`config.mk`:
```
export PLATFORM = sky130hd
export DESIGN_NAME = i2c_master_transaction_sequencer
export DESIGN_NICKNAME = d
export VERILOG_FILES = /design/src/rtl/i2cms_pkg.sv /design/src/rtl/i2cms_ram.sv /design/src/rtl/i2c_master_transaction_sequencer.sv
export SDC_FILE = /design/constraint.sdc
export NUM_CORES = 1
export LEC_CHECK = 0
export BUFFER_PORTS_ARGS = -buffer_cell sky130_fd_sc_hd__clkbuf_2
export CORE_AREA = 3 3 127 252
export DETAILED_ROUTE_END_ITERATION = 8
export DIE_AREA = 0 0 130 255
export PLACE_DENSITY = 0.63
export SLEW_MARGIN = 20
export SYNTH_ARGS = -nofsm -noshare
export SYNTH_HDL_FRONTEND = slang
export SYNTH_SLANG_ARGS = --single-unit
```
`constraint.sdc`:
```
create_clock -name clk -period 4.1 [get_ports clk]
set_input_delay 0.205 -clock clk [delete_from_list [all_inputs] [get_ports clk]]
set_output_delay 0.205 -clock clk [all_outputs]
set_load 0.02 [all_outputs]
```
`src/rtl/i2cms_pkg.sv`:
```
// shared types, codes and sizes for the i2c master transaction sequencer
package i2cms_pkg;

	// message buffer geometry
	localparam int BUF_DEPTH = 32;
	localparam int BUF_AW    = $clog2(BUF_DEPTH);
	localparam int PTR_W     = $clog2(BUF_DEPTH + 1);

	// fixed field widths
	localparam int CMD_W  = 3;
	localparam int IDX_W  = 5;
	localparam int BYTE_W = 8;
	localparam int SIZE_W = 6;
	localparam int EV_W   = 4;
	localparam int ACT_W  = 3;
	localparam int ERR_W  = 3;

	typedef enum logic [CMD_W-1:0] {
		CMD_WRITE   = 3'd0,
		CMD_START   = 3'd1,
		CMD_RESTART = 3'd2,
		CMD_EVENT   = 3'd3,
		CMD_READ    = 3'd4,
		CMD_QUERY   = 3'd5
	} cmd_t;

	typedef enum logic [EV_W-1:0] {
		EV_START       = 4'd0,
		EV_RESTART     = 4'd1,
		EV_WADR_ACK    = 4'd2,
		EV_WDATA_ACK   = 4'd3,
		EV_RDATA_ACK   = 4'd4,
		EV_RADR_ACK    = 4'd5,
		EV_RDATA_NACK  = 4'd6,
		EV_ARB_LOST    = 4'd7,
		EV_WADR_NACK   = 4'd8,
		EV_RADR_NACK   = 4'd9,
		EV_WDATA_NACK  = 4'd10,
		EV_BUS_ERROR   = 4'd11
	} ev_t;

	typedef enum logic [ACT_W-1:0] {
		ACT_NONE    = 3'd0,
		ACT_SEND    = 3'd1,
		ACT_RX_ACK  = 3'd2,
		ACT_RX_NACK = 3'd3,
		ACT_STOP    = 3'd4,
		ACT_START   = 3'd5,
		ACT_ABORT   = 3'd6
	} act_t;

	typedef enum logic [ERR_W-1:0] {
		ERR_NONE       = 3'd0,
		ERR_WADR_NACK  = 3'd1,
		ERR_RADR_NACK  = 3'd2,
		ERR_WDATA_NACK = 3'd3,
		ERR_BUS        = 3'd4,
		ERR_OTHER      = 3'd5
	} err_t;

	typedef struct packed {
		logic [CMD_W-1:0]  command;
		logic [IDX_W-1:0]  index;
		logic [BYTE_W-1:0] data;
		logic [SIZE_W-1:0] msg_size;
		logic [EV_W-1:0]   event_req;
	} req_t;

	typedef struct packed {
		logic [ACT_W-1:0]  action;
		logic [BYTE_W-1:0] tx_byte;
		logic [BYTE_W-1:0] read_byte;
		logic              busy_res;
		logic              done_res;
		logic [ERR_W-1:0]  error_code;
		logic              rejected;
	} rsp_t;

endpackage

```
`src/rtl/i2cms_ram.sv`:
```
// generic single write port ram with registered read
module i2cms_ram #(
	parameter int WIDTH = 8,
	parameter int DEPTH = 32
) (
	input  logic                     clk,
	input  logic                     we,
	input  logic [$clog2(DEPTH)-1:0] waddr,
	input  logic [WIDTH-1:0]         wdata,
	input  logic                     re,
	input  logic [$clog2(DEPTH)-1:0] raddr,
	output logic [WIDTH-1:0]         rdata
);

	logic [WIDTH-1:0] mem_q [DEPTH];

	always_ff @(posedge clk) begin
		if (we) begin
			mem_q[waddr] <= wdata;
		end
		if (re) begin
			rdata <= mem_q[raddr];
		end
	end

endmodule

```
`src/rtl/i2c_master_transaction_sequencer.sv`:
```
// top level: i2c master transaction sequencer with buffer ram and result pipeline
//
//  channel | direction | handshake              | payload
//  --------+-----------+------------------------+---------------------------------
//  req     | in        | req_valid / req_stall  | req_t: command, index, data, ...
//  rsp     | out       | rsp_valid / rsp_stall  | rsp_t: action, tx_byte, status
//
// one request per cycle while req_stall is low; every request gives exactly one response
// the control state and the buffer ram port update at the accepting edge, the
// ram read data and decoded result meet in the s1 stage, and the response
// register follows
// reset clears the control state and the stage valids; buffer bytes are undefined until written
// a stalled response holds s1, and req_stall rises only when both s1 and the
// response register are full
module i2c_master_transaction_sequencer
	import i2cms_pkg::*;
(
	input  logic clk,
	input  logic arst_n,
	input  logic req_valid,
	output logic req_stall,
	input  req_t req,
	output logic rsp_valid,
	input  logic rsp_stall,
	output rsp_t rsp
);

	// control state
	logic [PTR_W-1:0] ptr_q, ptr_d;
	logic [PTR_W-1:0] len_q, len_d;
	logic             busy_q, busy_d;
	logic             done_q, done_d;
	logic [ERR_W-1:0] err_q, err_d;

	// decoded result of the current request
	logic [ACT_W-1:0] act_d;
	logic             rej_d;
	logic             tx_sel_d;
	logic             rd_sel_d;

	// buffer ram port
	logic              ram_we, ram_re;
	logic [BUF_AW-1:0] ram_waddr, ram_raddr;
	logic [BYTE_W-1:0] ram_rdata;

	// helpers
	logic [PTR_W-1:0] base_ptr, base_adv, adv_ptr, len_m1, size_sat;
	logic             base_ok, ptr_ok, idx_ok, ev_reload;

	// pipeline control
	logic req_acc, s1_adv;
	logic valid_s1;
	logic [ACT_W-1:0] act_s1;
	logic             rej_s1, tx_sel_s1, rd_sel_s1, busy_s1, done_s1;
	logic [ERR_W-1:0] err_s1;
	logic rsp_valid_q;
	rsp_t rsp_q;

	// handshake: s1 moves on whenever the response register is free or draining
	assign s1_adv    = !rsp_valid_q || !rsp_stall;
	assign req_stall = valid_s1 && !s1_adv;
	assign req_acc   = req_valid && !req_stall;

	// start and restart events rewind the pointer to the address byte
	assign ev_reload = (req.event_req == EV_START) || (req.event_req == EV_RESTART);
	assign base_ptr  = ev_reload ? '0 : ptr_q;
	assign base_ok   = base_ptr < PTR_W'(BUF_DEPTH);
	assign base_adv  = base_ok ? base_ptr + PTR_W'(1) : base_ptr;
	assign ptr_ok    = ptr_q < PTR_W'(BUF_DEPTH);
	assign adv_ptr   = ptr_ok ? ptr_q + PTR_W'(1) : ptr_q;
	assign len_m1    = len_q - PTR_W'(1);
	assign idx_ok    = PTR_W'(req.index) < PTR_W'(BUF_DEPTH);

	// message length clamps into 1..depth
	always_comb begin
		if (req.msg_size == '0) begin
			size_sat = PTR_W'(1);
		end else if (req.msg_size > SIZE_W'(BUF_DEPTH)) begin
			size_sat = PTR_W'(BUF_DEPTH);
		end else begin
			size_sat = PTR_W'(req.msg_size);
		end
	end

	// next state and response decode
	always_comb begin
		ptr_d     = ptr_q;
		len_d     = len_q;
		busy_d    = busy_q;
		done_d    = done_q;
		err_d     = err_q;
		act_d     = ACT_NONE;
		rej_d     = 1'b0;
		tx_sel_d  = 1'b0;
		rd_sel_d  = 1'b0;
		ram_we    = 1'b0;
		ram_re    = 1'b0;
		ram_waddr = ptr_q[BUF_AW-1:0];
		ram_raddr = base_ptr[BUF_AW-1:0];
		case (req.command)
			CMD_WRITE: begin
				ram_we    = idx_ok;
				ram_waddr = req.index[BUF_AW-1:0];
			end
			CMD_START, CMD_RESTART: begin
				if (busy_q) begin
					rej_d = 1'b1;
				end else begin
					if (req.command == CMD_START) begin
						len_d = size_sat;
					end
					done_d = 1'b0;
					err_d  = ERR_NONE;
					busy_d = 1'b1;
					act_d  = ACT_START;
				end
			end
			CMD_EVENT: begin
				if (busy_q) begin
					case (req.event_req)
						EV_START, EV_RESTART, EV_WADR_ACK, EV_WDATA_ACK: begin
							ptr_d = base_ptr;
							if (base_ptr < len_q) begin
								// send next byte; past the buffer it goes out as zero
								ram_re   = base_ok;
								tx_sel_d = base_ok;
								ptr_d    = base_adv;
								act_d    = ACT_SEND;
							end else begin
								done_d = 1'b1;
								busy_d = 1'b0;
								act_d  = ACT_STOP;
							end
						end
						EV_RDATA_ACK: begin
							ram_we = ptr_ok;
							ptr_d  = adv_ptr;
							act_d  = (adv_ptr < len_m1) ? ACT_RX_ACK : ACT_RX_NACK;
						end
						EV_RADR_ACK: begin
							act_d = (ptr_q < len_m1) ? ACT_RX_ACK : ACT_RX_NACK;
						end
						EV_RDATA_NACK: begin
							// last byte of a read lands without moving the pointer
							ram_we = ptr_ok;
							done_d = 1'b1;
							busy_d = 1'b0;
							act_d  = ACT_STOP;
						end
						EV_ARB_LOST: begin
							act_d = ACT_START;
						end
						EV_WADR_NACK: begin
							err_d  = ERR_WADR_NACK;
							busy_d = 1'b0;
							act_d  = ACT_ABORT;
						end
						EV_RADR_NACK: begin
							err_d  = ERR_RADR_NACK;
							busy_d = 1'b0;
							act_d  = ACT_ABORT;
						end
						EV_WDATA_NACK: begin
							err_d  = ERR_WDATA_NACK;
							busy_d = 1'b0;
							act_d  = ACT_ABORT;
						end
						EV_BUS_ERROR: begin
							err_d  = ERR_BUS;
							busy_d = 1'b0;
							act_d  = ACT_ABORT;
						end
						default: begin
							// unknown bus status codes
							err_d  = ERR_OTHER;
							busy_d = 1'b0;
							act_d  = ACT_ABORT;
						end
					endcase
				end
			end
			CMD_READ: begin
				ram_re    = idx_ok;
				rd_sel_d  = idx_ok;
				ram_raddr = req.index[BUF_AW-1:0];
			end
			default: begin
				// query and spare codes only report status
			end
		endcase
	end

	// message buffer; read data lines up with s1
	i2cms_ram #(
		.WIDTH(BYTE_W),
		.DEPTH(BUF_DEPTH)
	) u_buf (
		.clk  (clk),
		.we   (ram_we && req_acc),
		.waddr(ram_waddr),
		.wdata(req.data),
		.re   (ram_re && req_acc),
		.raddr(ram_raddr),
		.rdata(ram_rdata)
	);

	// control state commits at the accepting edge
	always_ff @(posedge clk or negedge arst_n) begin
		if (!arst_n) begin
			ptr_q  <= '0;
			len_q  <= PTR_W'(1);
			busy_q <= 1'b0;
			done_q <= 1'b0;
			err_q  <= ERR_NONE;
		end else if (req_acc) begin
			ptr_q  <= ptr_d;
			len_q  <= len_d;
			busy_q <= busy_d;
			done_q <= done_d;
			err_q  <= err_d;
		end
	end

	// stage valids
	always_ff @(posedge clk or negedge arst_n) begin
		if (!arst_n) begin
			valid_s1    <= 1'b0;
			rsp_valid_q <= 1'b0;
		end else begin
			if (req_acc) begin
				valid_s1 <= 1'b1;
			end else if (s1_adv) begin
				valid_s1 <= 1'b0;
			end
			if (s1_adv) begin
				rsp_valid_q <= valid_s1;
			end
		end
	end

	// stage payloads
	always_ff @(posedge clk) begin
		if (req_acc) begin
			act_s1    <= act_d;
			rej_s1    <= rej_d;
			tx_sel_s1 <= tx_sel_d;
			rd_sel_s1 <= rd_sel_d;
			busy_s1   <= busy_d;
			done_s1   <= done_d;
			err_s1    <= err_d;
		end
		if (s1_adv && valid_s1) begin
			rsp_q.action     <= act_s1;
			rsp_q.tx_byte    <= tx_sel_s1 ? ram_rdata : '0;
			rsp_q.read_byte  <= rd_sel_s1 ? ram_rdata : '0;
			rsp_q.busy_res   <= busy_s1;
			rsp_q.done_res   <= done_s1;
			rsp_q.error_code <= err_s1;
			rsp_q.rejected   <= rej_s1;
		end
	end

	assign rsp_valid = rsp_valid_q;
	assign rsp       = rsp_q;

	// stall only comes from a full pipeline
	a_stall_full: assert property (@(posedge clk) disable iff (!arst_n)
		req_stall |-> (valid_s1 && rsp_valid_q && rsp_stall))
		else $error("request stalled while pipeline has room");

	// an accepted start while idle leaves the sequencer busy
	a_start_busy: assert property (@(posedge clk) disable iff (!arst_n)
		(req_acc && !busy_q && (req.command == CMD_START || req.command == CMD_RESTART))
		|=> busy_q)
		else $error("start did not set busy");

	// length in use stays within the buffer and the pointer never runs past it
	a_len_range: assert property (@(posedge clk) disable iff (!arst_n)
		(len_q != '0) && (len_q <= PTR_W'(BUF_DEPTH)) && (ptr_q <= PTR_W'(BUF_DEPTH)))
		else $error("length or pointer out of range");

	// a held s1 entry keeps its result
	a_s1_hold: assert property (@(posedge clk) disable iff (!arst_n)
		(valid_s1 && !s1_adv) |=> (valid_s1 && $stable(act_s1) && $stable(err_s1)))
		else $error("s1 changed while stalled");

endmodule
```
==> flow_metrics.env <==
export IMPL_drcViolationCount=0
export IMPL_instances_no_fill=1512
export IMPL_synth_compound_area_share_pct=7.43
export IMPL_yosysUniqueCellTypes=66
export IMPL_design_area_sq_um=15100
export IMPL_diodes=0
export IMPL_met2_length_um=19300
export IMPL_fin_worst_skew_ns=0.0259
export IMPL_hp_class="input pin to register"
export IMPL_grt_max_degree=55
export IMPL_cap_violations=0
export IMPL_tns_ns=0
export IMPL_fin_nets=1169
export IMPL_rows=90
export IMPL_sequentialPowerShare_pct=55.2
export IMPL_synth_most_common_cell="edfxtp_1"
export IMPL_cts_buffers=27
export IMPL_post_route_period_util_pct=76.8
export IMPL_ys_warn_count=0
export IMPL_via_per_inst=5.73
export IMPL_ys_seq_area_share_pct=70.2
export IMPL_status="complete, no violations"
export IMPL_clkSinkCount=319
export IMPL_cts_tree="done"
export IMPL_drtIter0Drc=562
export IMPL_wl_met3_um=1290
export IMPL_die_x_um=130
export IMPL_post_dp_hpwl_um=23600
export IMPL_rsz0062_at_grt="false"
export IMPL_wirelength_um=33900
export IMPL_sw_frac_of_total_pct=24.1
export IMPL_worst_path_most_repeated_cell="nor2_1"
export IMPL_p_leak_uw=0.00520
export IMPL_worst_slew_pin_slew_ns=0.976
export IMPL_syn_area_per_cell_sq_um=12.7
export IMPL_cts_max_level=1
export IMPL_ys_flop_type="edfxtp_1"
export IMPL_syn_inst=1061
export IMPL_crit_type="register to register"
export IMPL_yosys_area_share_simple_pct=15.5
export IMPL_synth_mux_area_share_pct=2.32
export IMPL_n_fill_cell=2583
export IMPL_synth_top_area_share_pct=66.6
export IMPL_period_minus_slack_ns=3.15
export IMPL_seq_area_sq_um=9490
export IMPL_m1WireLength_um=11400
export IMPL_maxSlewViolCount=0
export IMPL_ir_drop_v=0.000367
export IMPL_drive_gt1_share_pct=11.5
export IMPL_num_io_pins=57
export IMPL_max_clock_path_buffers=3
export IMPL_worstSkewPairLatency_ns=0.56
export IMPL_grt_pass1_vias=8902
export IMPL_max_slew_margin_rel_pct=34.6
export IMPL_multi_input_area_sq_um=3730
export IMPL_drtPass1Iterations=5
export IMPL_dpl_cell_count=1454
export IMPL_core_area_sq_um=30300
export IMPL_cp_required_ns=4.29
export IMPL_p_switching_uw=1600
export IMPL_synth_top_family_by_area="simple AND/OR/NAND/NOR gates"
export IMPL_ctsResizeCount=0
export IMPL_synth_area_leader_cell="edfxtp_1"
export IMPL_wl_per_cell_um=22.4
export IMPL_synth_common_cells="edfxtp_1, nand2_1, nand3_1"
export IMPL_start_kind="register"
export IMPL_gp_congestion=0.873
export IMPL_synth_fa_ha_area_share_pct=1.37
export IMPL_die_y_um=255
export IMPL_routed_via_count=8659
export IMPL_grt_pass1_wl_um=51500
export IMPL_power_density_nw_per_um2=439
export IMPL_critPathSlowestCell="nor2_1"
export IMPL_synthXorXnorAreaFrac_pct=0.648
export IMPL_max_freq_mhz=318
export IMPL_ys_ff_latch=319
export IMPL_hold_violations=0
export IMPL_top_layer="met4"
export IMPL_pwr_share_comb_pct=9.8
export IMPL_syn_nets=1105
export IMPL_path_cells="nand2_1 -> inv_1 -> ha_1 -> o2111a_1 -> o31ai_1 -> a31oi_1 -> nor4b_1 -> nor2_1 -> nor2_1"
export IMPL_max_stage_delay_ns=0.63
export IMPL_ant_nets=0
export IMPL_area_delta_synth_final_pct=12.0
export IMPL_setup_violations=0
export IMPL_initial_core_util_pct=44.6
export IMPL_die_area_sq_um=33200
export IMPL_numPortBuffers=56
export IMPL_synth_area_top_cells="edfxtp_1, nand2_1, nand3_1, dfrtp_1, mux2i_1"
export IMPL_p_int_uw=5050
export IMPL_synth_edf_count=300
export IMPL_dpl_cell_area_sq_um=14300
export IMPL_grt_overflow=0
export IMPL_clkPwrFrac_pct=35.0
export IMPL_path_max_fanout=9
export IMPL_path_clk_slew_ns=0.08
export IMPL_async_flop_share_pct=5.96
export IMPL_post_cts_buffers=0
export IMPL_antenna_found_initial=0
export IMPL_cp_arrival_ns=3.34
export IMPL_netlist_area_sq_um=13500
export IMPL_cts_root_buf="clkbuf_16"
export IMPL_cp_end_kind="register"
export IMPL_track_usage_pct=20.7
## flip-flops by register name (all words and copies together) (netlist names), 3 cells and up
signal	flops
len_q	6
act_s1	3
rsp	25
err_q	3
ptr_q	6
u_buf.rdata	8
err_s1	3
u_buf.mem_q	256
## worst max-delay path, delay by kind of cell (launching register included)
kind	cells	cell delay, ns
AOI/OAI and AO/OA	3	0.34
and+or+nand+nor	4	1.49
buffers and inverters	1	0.12
adders and majority gates	1	0.24
DFF	1	0.58
## cells by family after synthesis
| family | count (synthesis) |
|---|---|
| DFF | 319 |
| muxes | 31 |
| adders and majority gates | 15 |
| AOI/OAI and AO/OA | 139 |
| and+or+nand+nor | 472 |
| xor gates and xnor gates | 10 |
| buffers and inverters | 75 |
## worst paths after layout
path / depth (start not counted) / startpoint / slack, ns / endpoint
setup / recovery: 9 / ptr_q[4] / 0.95 / u_buf.rdata[1]
setup reg to reg: 9 / ptr_q[4] / 0.95 / u_buf.rdata[1]
max in group asynchronous: 2 / arst_n / 3.54 / ptr_q[5]
hold reg to reg: 0 / rej_s1 / 0.42 / rsp[0]
min in group asynchronous: 2 / arst_n / 0.17 / busy_q
hold / removal: 2 / req[25] / 0.12 / rej_s1
## per-layer routing
metal / track usage, % / vias to the layer above
li1: - / 4075
met1: 21.0 / 4250
met2: 40.5 / 260
met3: 2.30 / 74
met4: 10.6 / 0
met5: 0 / -
## layout make-up
class,instances,area share [%]
repair buffers,93,4.18
inverters,17,0.430
clock buffers,35,4.66
clock inverters,13,0.421
flip-flops and latches,319,62.6
multi-input cells,667,24.6
well taps,368,3.04
## placed cells by master (no fill, tap or decap), types with 3 or more instances in the layout
cell type | netlist | final
o21ai_0 | 21 | 21
inv_1 | 16 | 16
dlygate4sd3_1 | 0 | 10
nor3_1 | 15 | 15
ha_1 | 14 | 14
nand2_1 | 247 | 247
nor3b_1 | 4 | 4
clkbuf_2 | 0 | 56
nand3b_1 | 4 | 4
a21o_1 | 3 | 3
nor2_1 | 56 | 56
and2_1 | 18 | 18
nand2b_1 | 5 | 5
clkbuf_16 | 0 | 27
a31oi_1 | 33 | 32
xnor2_1 | 8 | 8
o31ai_1 | 7 | 7
a32oi_1 | 24 | 24
a2111oi_1 | 8 | 8
buf_12 | 0 | 4
clkinv_2 | 1 | 5
nand3_1 | 94 | 94
nand4_1 | 10 | 10
or3_1 | 3 | 3
mux2i_1 | 28 | 28
a21oi_1 | 13 | 13
buf_4 | 6 | 23
and3_1 | 5 | 5
clkbuf_1 | 31 | 8
clkinv_1 | 0 | 7
o21ai_1 | 5 | 4
edfxtp_1 | 300 | 300
mux2_2 | 3 | 3
dfrtp_1 | 18 | 18
## repair_timing
item | in CTS | in global routing
hold buffers | 10 | 0
endpoints found under the setup margin | 0 | 0
endpoints found under the hold margin | 26 | 0
## power groups by stage
stage / Sequential (uW) / Combinational (uW) / Clock [uW]
final: 3670 / 652 / 2330
after global routing: 3670 / 712 / 2480
after CTS: 3670 / 657 / 2380
after detailed placement: 3740 / 647 / 0
after global placement: 3740 / 637 / 0
after floorplan: 3750 / 363 / 0
## per-stage QoR
step / util (%) / setup slack, ns / total power [uW] / hold slack [ns]
6_report: 50.0 / 0.952 / 6650 / 0.120
5_1_grt: 50.0 / 0.766 / 6870 / 0.138
4_1_cts: 50.0 / 0.977 / 6710 / 0.0929
3_5_place_dp: 47.1 / 0.648 / 4390 / 0.229
3_3_place_gp: 47.1 / 0.646 / 4380 / 0.226
2_1_floorplan: - / 1.26 / 4110 / -0.0906
(Power assumes the default switching activity.)
